## src/rtl/core/page_frame_free_list_allocator_top_macros.svh

```systemverilog
// assertion macros for the frame allocator rtl
`ifndef PAGE_FRAME_FREE_LIST_ALLOCATOR_TOP_MACROS_SVH
`define PAGE_FRAME_FREE_LIST_ALLOCATOR_TOP_MACROS_SVH

// same-cycle implication, checked out of reset
`define PFFA_ASSERT_SAME(lbl, ante, cons, msg) \
  lbl: assert property (@(posedge clk_i) disable iff (!rst_ni) (ante) |-> (cons)) \
    else $error(msg);

// next-cycle implication, checked out of reset
`define PFFA_ASSERT_NEXT(lbl, ante, cons, msg) \
  lbl: assert property (@(posedge clk_i) disable iff (!rst_ni) (ante) |=> (cons)) \
    else $error(msg);

`endif

```

## src/rtl/core/pffa_pkg.sv

```systemverilog
// shared constants, codes and types of the frame allocator
`timescale 1ns / 1ps

package pffa_pkg;

  // frame pool geometry
  localparam int POOL_FRAMES = 256;
  localparam int MAX_BURST   = 64;
  localparam int FRAME_W     = $clog2(POOL_FRAMES);
  localparam int LINK_W      = $clog2(POOL_FRAMES + 1);
  localparam int COUNT_W     = 7;

  // request operation codes
  typedef enum logic {
    FUNC_ALLOC = 1'b0,
    FUNC_FREE  = 1'b1
  } func_e;

  // result status codes
  typedef enum logic [1:0] {
    STATUS_OK      = 2'd0,
    STATUS_SHORT   = 2'd1,
    STATUS_BADFREE = 2'd2
  } status_e;

  // access to the link store
  typedef struct packed {
    logic               rd_en;
    logic [FRAME_W-1:0] rd_addr;
    logic               wr_en;
    logic [FRAME_W-1:0] wr_addr;
    logic [LINK_W-1:0]  wr_data;
  } link_req_t;

endpackage

```

## src/rtl/core/pffa_ram.sv

```systemverilog
// generic single-port-write ram with one registered read port
`timescale 1ns / 1ps

module pffa_ram #(
  parameter int WIDTH = 9,
  parameter int DEPTH = 256
) (
  input  logic                     clk_i,
  input  logic                     we_i,
  input  logic [$clog2(DEPTH)-1:0] waddr_i,
  input  logic [WIDTH-1:0]         wdata_i,
  input  logic                     re_i,
  input  logic [$clog2(DEPTH)-1:0] raddr_i,
  output logic [WIDTH-1:0]         rdata_o
);

  logic [WIDTH-1:0] mem_q [DEPTH];
  logic [WIDTH-1:0] rdata_q;

  // write port and registered read port
  always_ff @(posedge clk_i) begin
    if (we_i) begin
      mem_q[waddr_i] <= wdata_i;
    end
    if (re_i) begin
      rdata_q <= mem_q[raddr_i];
    end
  end

  assign rdata_o = rdata_q;

endmodule

```

## src/rtl/core/pffa_link_store.sv

```systemverilog
// next-link store: ram plus per-entry written flags for the reset image
`timescale 1ns / 1ps

module pffa_link_store (
  input  logic                          clk_i,
  input  logic                          rst_ni,
  input  pffa_pkg::link_req_t           req_i,
  output logic [pffa_pkg::LINK_W-1:0]   rdata_o
);

  logic [pffa_pkg::POOL_FRAMES-1:0] vld_q;
  logic                             rd_vld_q;
  logic [pffa_pkg::FRAME_W-1:0]     rd_addr_q;
  logic [pffa_pkg::LINK_W-1:0]      ram_rdata;

  pffa_ram #(
    .WIDTH (pffa_pkg::LINK_W),
    .DEPTH (pffa_pkg::POOL_FRAMES)
  ) u_ram (
    .clk_i   (clk_i),
    .we_i    (req_i.wr_en),
    .waddr_i (req_i.wr_addr),
    .wdata_i (req_i.wr_data),
    .re_i    (req_i.rd_en),
    .raddr_i (req_i.rd_addr),
    .rdata_o (ram_rdata)
  );

  // written flags, cleared on reset so every entry reads as its successor
  always_ff @(posedge clk_i or negedge rst_ni) begin
    if (!rst_ni) begin
      vld_q    <= '0;
      rd_vld_q <= 1'b0;
    end else begin
      if (req_i.wr_en) begin
        vld_q[req_i.wr_addr] <= 1'b1;
      end
      if (req_i.rd_en) begin
        rd_vld_q <= vld_q[req_i.rd_addr];
      end
    end
  end

  // read address tracks the ram read
  always_ff @(posedge clk_i) begin
    if (req_i.rd_en) begin
      rd_addr_q <= req_i.rd_addr;
    end
  end

  // never-written entry holds index plus one
  assign rdata_o = rd_vld_q ? ram_rdata
                            : ({1'b0, rd_addr_q} + pffa_pkg::LINK_W'(1));

endmodule

```

## src/rtl/core/page_frame_free_list_allocator_top.sv

```systemverilog
// page frame allocator with a linked free list held in a synchronous ram
// free and error requests: result registered on acceptance, one per cycle unless stalled
// allocate of count frames: acceptance reads the head link, then ST_POP pops one frame per
// cycle unless stalled, paced by one next-link read from the ram read port per popped frame
// reset: head 0, all frames free; link entries read as index plus one via written flags,
// so no clearing pass is needed and requests are taken right after reset
`timescale 1ns / 1ps

`include "page_frame_free_list_allocator_top_macros.svh"

module page_frame_free_list_allocator_top (
  input  logic                           clk_i,
  input  logic                           rst_ni,
  input  logic                           in_valid_i,
  output logic                           in_stall_o,
  input  logic                           func_i,
  input  logic [pffa_pkg::COUNT_W-1:0]   count_i,
  input  logic [pffa_pkg::FRAME_W-1:0]   frame_i,
  output logic                           out_valid_o,
  input  logic                           out_stall_i,
  output logic [pffa_pkg::FRAME_W-1:0]   frame_out_o,
  output logic [1:0]                     status_o,
  output logic                           last_o,
  output logic [pffa_pkg::LINK_W-1:0]    free_left_o
);

  typedef enum logic {
    ST_IDLE,
    ST_POP
  } state_e;

  state_e                          state_q, state_d;
  logic [pffa_pkg::LINK_W-1:0]     head_q, head_d;
  logic [pffa_pkg::LINK_W-1:0]     total_q, total_d;
  logic [pffa_pkg::COUNT_W-1:0]    rem_q, rem_d;
  logic                            out_vld_q, out_vld_d;
  logic [pffa_pkg::FRAME_W-1:0]    frame_out_q, frame_out_d;
  pffa_pkg::status_e               status_q, status_d;
  logic                            last_q, last_d;
  logic [pffa_pkg::LINK_W-1:0]     left_q, left_d;

  pffa_pkg::link_req_t             link_req;
  logic [pffa_pkg::LINK_W-1:0]     link_rdata;
  logic                            can_emit;
  logic                            alloc_bad;
  logic                            free_bad;
  logic                            head_in_range;

  pffa_link_store u_links (
    .clk_i   (clk_i),
    .rst_ni  (rst_ni),
    .req_i   (link_req),
    .rdata_o (link_rdata)
  );

  // request checks
  assign can_emit      = !out_vld_q || !out_stall_i;
  assign alloc_bad     = (count_i == '0)
                      || (count_i > pffa_pkg::COUNT_W'(pffa_pkg::MAX_BURST))
                      || ({{(pffa_pkg::LINK_W-pffa_pkg::COUNT_W){1'b0}}, count_i} > total_q);
  assign free_bad      = ({1'b0, frame_i} >= pffa_pkg::LINK_W'(pffa_pkg::POOL_FRAMES))
                      || (total_q >= pffa_pkg::LINK_W'(pffa_pkg::POOL_FRAMES));
  assign head_in_range = head_q < pffa_pkg::LINK_W'(pffa_pkg::POOL_FRAMES);

  // next-state and result logic
  always_comb begin
    state_d     = state_q;
    head_d      = head_q;
    total_d     = total_q;
    rem_d       = rem_q;
    out_vld_d   = out_vld_q;
    frame_out_d = frame_out_q;
    status_d    = status_q;
    last_d      = last_q;
    left_d      = left_q;
    link_req    = '0;
    in_stall_o  = 1'b1;

    if (out_vld_q && !out_stall_i) begin
      out_vld_d = 1'b0;
    end

    unique case (state_q)
      ST_IDLE: begin
        in_stall_o = !can_emit;
        if (in_valid_i && can_emit) begin
          if (func_i == pffa_pkg::FUNC_ALLOC) begin
            if (alloc_bad) begin
              out_vld_d   = 1'b1;
              frame_out_d = '0;
              status_d    = pffa_pkg::STATUS_SHORT;
              last_d      = 1'b1;
              left_d      = total_q;
            end else begin
              // fetch the link behind the current head
              rem_d            = count_i;
              state_d          = ST_POP;
              link_req.rd_en   = 1'b1;
              link_req.rd_addr = head_q[pffa_pkg::FRAME_W-1:0];
            end
          end else begin
            if (free_bad) begin
              out_vld_d   = 1'b1;
              frame_out_d = '0;
              status_d    = pffa_pkg::STATUS_BADFREE;
              last_d      = 1'b1;
              left_d      = total_q;
            end else begin
              // push the frame onto the head
              link_req.wr_en   = 1'b1;
              link_req.wr_addr = frame_i;
              link_req.wr_data = head_q;
              head_d           = {1'b0, frame_i};
              total_d          = total_q + pffa_pkg::LINK_W'(1);
              out_vld_d        = 1'b1;
              frame_out_d      = '0;
              status_d         = pffa_pkg::STATUS_OK;
              last_d           = 1'b1;
              left_d           = total_q + pffa_pkg::LINK_W'(1);
            end
          end
        end
      end
      ST_POP: begin
        if (can_emit) begin
          // pop one frame; a broken list keeps head at the end marker
          head_d      = head_in_range ? link_rdata : head_q;
          total_d     = total_q - pffa_pkg::LINK_W'(1);
          rem_d       = rem_q - pffa_pkg::COUNT_W'(1);
          out_vld_d   = 1'b1;
          frame_out_d = head_q[pffa_pkg::FRAME_W-1:0];
          status_d    = pffa_pkg::STATUS_OK;
          last_d      = (rem_q == pffa_pkg::COUNT_W'(1));
          left_d      = total_q - pffa_pkg::LINK_W'(1);
          if (rem_q == pffa_pkg::COUNT_W'(1)) begin
            state_d = ST_IDLE;
          end else begin
            link_req.rd_en   = 1'b1;
            link_req.rd_addr = head_d[pffa_pkg::FRAME_W-1:0];
          end
        end
      end
      default: begin
        state_d = ST_IDLE;
      end
    endcase
  end

  // state and registered results
  always_ff @(posedge clk_i or negedge rst_ni) begin
    if (!rst_ni) begin
      state_q   <= ST_IDLE;
      head_q    <= '0;
      total_q   <= pffa_pkg::LINK_W'(pffa_pkg::POOL_FRAMES);
      rem_q     <= '0;
      out_vld_q <= 1'b0;
    end else begin
      state_q   <= state_d;
      head_q    <= head_d;
      total_q   <= total_d;
      rem_q     <= rem_d;
      out_vld_q <= out_vld_d;
    end
  end

  // result payload
  always_ff @(posedge clk_i) begin
    frame_out_q <= frame_out_d;
    status_q    <= status_d;
    last_q      <= last_d;
    left_q      <= left_d;
  end

  assign out_valid_o = out_vld_q;
  assign frame_out_o = frame_out_q;
  assign status_o    = status_q;
  assign last_o      = last_q;
  assign free_left_o = left_q;

  // checks
  `PFFA_ASSERT_SAME(a_total_range, 1'b1,
    total_q <= pffa_pkg::LINK_W'(pffa_pkg::POOL_FRAMES), "free count above pool size")
  `PFFA_ASSERT_SAME(a_head_range, 1'b1,
    head_q <= pffa_pkg::LINK_W'(pffa_pkg::POOL_FRAMES), "head beyond end marker")
  `PFFA_ASSERT_SAME(a_pop_covered, state_q == ST_POP,
    (rem_q != '0) && ({{(pffa_pkg::LINK_W-pffa_pkg::COUNT_W){1'b0}}, rem_q} <= total_q),
    "pending pops exceed free count")
  `PFFA_ASSERT_SAME(a_no_rw_overlap, link_req.rd_en, !link_req.wr_en,
    "link read and write in one cycle")
  `PFFA_ASSERT_NEXT(a_last_pop_idle,
    (state_q == ST_POP) && can_emit && (rem_q == pffa_pkg::COUNT_W'(1)),
    (state_q == ST_IDLE) && out_vld_q && last_q, "final pop did not close the request")

endmodule

```

## config.mk

```make
export PLATFORM = sky130hd
export DESIGN_NAME = page_frame_free_list_allocator_top
export DESIGN_NICKNAME = d
export VERILOG_FILES = /design/src/rtl/core/pffa_pkg.sv /design/src/rtl/core/pffa_ram.sv /design/src/rtl/core/pffa_link_store.sv /design/src/rtl/core/page_frame_free_list_allocator_top.sv
export VERILOG_INCLUDE_DIRS = /design/src /design/src/rtl/core
export SDC_FILE = /design/constraint.sdc
export NUM_CORES = 2
export LEC_CHECK = 0
export BUFFER_PORTS_ARGS = -buffer_cell sky130_fd_sc_hd__buf_2
export CAP_MARGIN = 20
export CORE_MARGIN = 5
export CORE_UTILIZATION = 40
export DETAILED_ROUTE_END_ITERATION = 10
export PLACE_DENSITY = 0.57
export SLEW_MARGIN = 20
export SYNTH_ARGS = -nofsm -noshare
export SYNTH_HDL_FRONTEND = slang
export SYNTH_HIERARCHICAL = 1
export SYNTH_SLANG_ARGS = --single-unit
```

## constraint.sdc

```tcl
create_clock -name clk_i -period 11.28 [get_ports clk_i]
set_input_delay 2.256 -clock clk_i [delete_from_list [all_inputs] [get_ports clk_i]]
set_output_delay 2.256 -clock clk_i [all_outputs]
set_load 0.02 [all_outputs]
```

==> results.py <==
metrics = {
    "hold_path": {
        "min_to": "u_links/vld_q[162]",
        "hold_start": "u_links/vld_q[162]",
        "hold_depth": 1,
        "min_path_type": "flop to flop",
    },
    "placement": {
        "preCtsSetupSlack_ns": 3.037,
        "portBuffers": 41,
        "gp_congestion": 0.8401,
        "hpwlAfterDp_um": 162300,
    },
    "worst_setup_path": {
        "path_class": "input port to flop",
        "r2r_end": "u_links/u_ram/rdata_o[0]",
        "reg2regPathDepth": 15,
        "worstPathRequired_ns": 11.83,
        "r2r_start": "total_q[6]",
        "reg2reg_slack_ns": 4.94,
        "crit_fanout": 77,
        "critPathLaunchType": "input port",
        "crit_arrival_ns": 7.83,
        "setup.worst_path.end_class": "flop",
    },
    "synth": {
        "syn_inst": 5422,
        "synth-edff-count": 2341,
        "async_flop_share_pct": 10.82,
        "ys_types": 86,
        "synth-main-ff-cell": "edfxtp_1",
        "synth_warnings": 6,
        "synth-seq-cells": 2625,
        "syn_area_per_cell_sq_um": 19.17,
        "syn_nets": 5454,
        "syn-cell-area_sq_um": 104000,
        "ys_top_cells_by_area": "edfxtp_1, mux4_2, dfrtp_1",
        "yosysMostFrequentCell": "edfxtp_1",
        "synth_common_cells": "edfxtp_1, mux4_2, nor2_1, dfrtp_1, mux2i_1",
        "yosysTopAreaCell": "edfxtp_1",
        "synth_top_area_share_pct": 67.62,
        "ys_seq_area_share_pct": 74.46,
    },
    "global_routing": {
        "antenna_found_initial": 10,
        "grtUsageTotal_pct": 19.91,
        "grt_pass1_wl_um": 397600,
        "grt_pass1_vias": 54330,
        "grt.overflow.total": 0,
        "grt_max_degree": 201,
    },
    "final_layout": {
        "fillers": 22060,
        "nets": 5569,
        "final_core_utilization_pct": 45.08,
        "regArea_sq_um": 77410,
        "multi_input_area_sq_um": 24780,
        "final_layout_size_suffix_gt1_share_pct": 20.49,
        "syn_to_final_growth_pct": 12.43,
    },
    "clock_network": {
        "cts.hold.buffers_added": 0,
        "path_clk_slew_ns": 0.06,
        "clk_latency_ns": 0.84,
        "cts_root_buf": "clkbuf_16",
        "cts_max_level": 5,
        "cts_tree": "done",
        "cts_resized": 0,
        "cts.path.max_buffers": 4,
        "post_cts_buffers": 0,
        "clock_sinks": 2625,
        "cts_buffers": 282,
    },
    "floorplanning": {
        "initial_core_util_pct": 40.10,
        "rows": 187,
        "fp.dieArea_sq_um": 270200,
        "io_pins": 42,
        "core-area_sq_um": 259200,
        "die_w_um": 519.8,
        "die_height_um": 519.8,
    },
    "route": {
        "wl_per_cell_um": 29.90,
        "postRouteAntennaNets": 0,
        "drc_errors": 0,
        "firstDrtPassIters": 6,
        "drt-total-wl_um": 274100,
        "dr_total_vias": 54080,
        "drt-initial-drc-count": 5693,
        "vias_per_cell": 5.900,
    },
    "timing": {
        "finalCritPeriodShare_pct": 64.55,
        "finalCriticalPeriod_ns": 7.281,
        "worst_slack_ns": 3.999,
        "slew_violations": 0,
        "relSlewSlack_pct": 19.39,
        "fmax_mhz": 137.3,
        "setup_viol": 0,
        "rsz0062_at_grt": "no",
        "finClkSkew_ns": 0.04955,
        "tns_ns": 0,
        "tightest_slew_ns": 1.209,
        "hold_viol_final": 0,
    },
    "power": {
        "cellLeakagePower_uw": 0.03897,
        "ir_drop_v": 0.0002567,
        "power.density_nw_per_um2": 239.8,
    },
    "status": {
        "outcome": "finished, final reports clean",
    },
    "flow_run": {
        "maxCapViolCount": 0,
    },
}
[through the flow]
stage,instances,total power [uW],cell area (sq um),hold slack (ns)
after floorplan,5422,16500,104000,0.4196
after global placement,8643,19260,107700,0.4300
after detailed placement,8646,19290,107800,0.4362
after CTS,9151,28250,116700,0.4502
after global routing,9162,29050,116900,0.4590
final,9166,28030,116900,0.4488
[cell usage in the layout (no fill, tap or decap), types with 49 or more instances in the layout]
| master | instances |
|---|---|
| dfrtp_1 | 283 |
| clkbuf_1 | 67 |
| clkinv_1 | 54 |
| mux4_2 | 509 |
| a21oi_1 | 127 |
| o21bai_1 | 74 |
| clkbuf_16 | 290 |
| nand3_1 | 53 |
| a22oi_1 | 180 |
| o21ai_0 | 49 |
| o22ai_1 | 82 |
| mux2i_1 | 216 |
| buf_4 | 111 |
| nand2_1 | 93 |
| nor2_1 | 348 |
| edfxtp_1 | 2341 |
| a21o_1 | 184 |
[power breakdown]
part	internal, uW	switching [uW]	total [uW]
clock network	5230	3730	8960
logic	3090	5100	8190
registers	10700	156	10900
total	19000	8990	28000
[kinds of logic (layout without fill, tap and decap cells)]
group                      Yosys count  in the layout  share of synthesized area [%]
adders and majority gates           12             12                         0.1444
buffers and inverters              363            699                          1.964
and+or+nand+nor                    747            747                          3.386
AOI/OAI and AO/OA                  888            888                          6.054
DFF                               2625           2625                          74.46
other                                0              6                              0
muxes                              767            767                          13.82
xor gates and xnor gates            20             20                         0.1685
[layer usage]
metal / vias to the layer above / routed length (um) / global-route usage (%)
met2: 2199 / 129300 / 31.53
met1: 29000 / 115200 / 28.19
met5: - / 22 / 0
met3: 435 / 20910 / 3.780
li1: 22440 / - / -
met4: 4 / 8626 / 6.010
[layout make-up]
cell class / instances / share of cell area (%)
Antenna cell: 6 / 0.01285
Inverter: 22 / 0.07066
Tap cell: 3402 / 3.642
Multi-Input combinational cell: 2434 / 21.20
Timing Repair Buffer: 172 / 1.238
Clock buffer: 364 / 6.507
Clock inverter: 141 / 1.103
Sequential cell: 2625 / 66.23
[critical path: stages]
cell	delay (ns)
buf_2	0.13
ha_1	0.34
a211oi_1	0.32
o211ai_1	0.19
o21ai_4	0.22
nand4_2	0.21
o21ai_2	0.25
a22o_4	0.73
buf_12	0.51
mux4_2	0.59
a22o_1	0.24
a221oi_1	0.54
o32ai_1	0.22
nor3_1	0.77
nor4_1	0.10
[how the worst max path moves through the flow]
stage / from / to / slack, ns
after floorplan: func_i / u_links/u_ram/mem_q[0][8] / 1.13
final: count_i[6] / u_links/u_ram/rdata_o[0] / 4.00
after CTS: count_i[6] / u_links/u_ram/rdata_o[0] / 3.93
after global placement: count_i[6] / u_links/u_ram/rdata_o[3] / 2.82
after detailed placement: count_i[6] / u_links/u_ram/rdata_o[0] / 3.04
after global routing: count_i[6] / u_links/u_ram/rdata_o[7] / 3.80
[flip-flops by register name, summed over array words and instances (netlist names), 2 cells and up]
| signal | count |
|---|---|
| u_links/u_ram/mem_q | 2304 |
| frame_out_o | 8 |
| head_q | 9 |
| u_links/vld_q | 256 |
| u_links/rd_addr_q | 8 |
| u_links/u_ram/rdata_o | 9 |
| total_q | 9 |
| free_left_o | 9 |
| rem_q | 7 |
| status_o | 2 |
No activity file was read; power rests on OpenSTA's default activity.
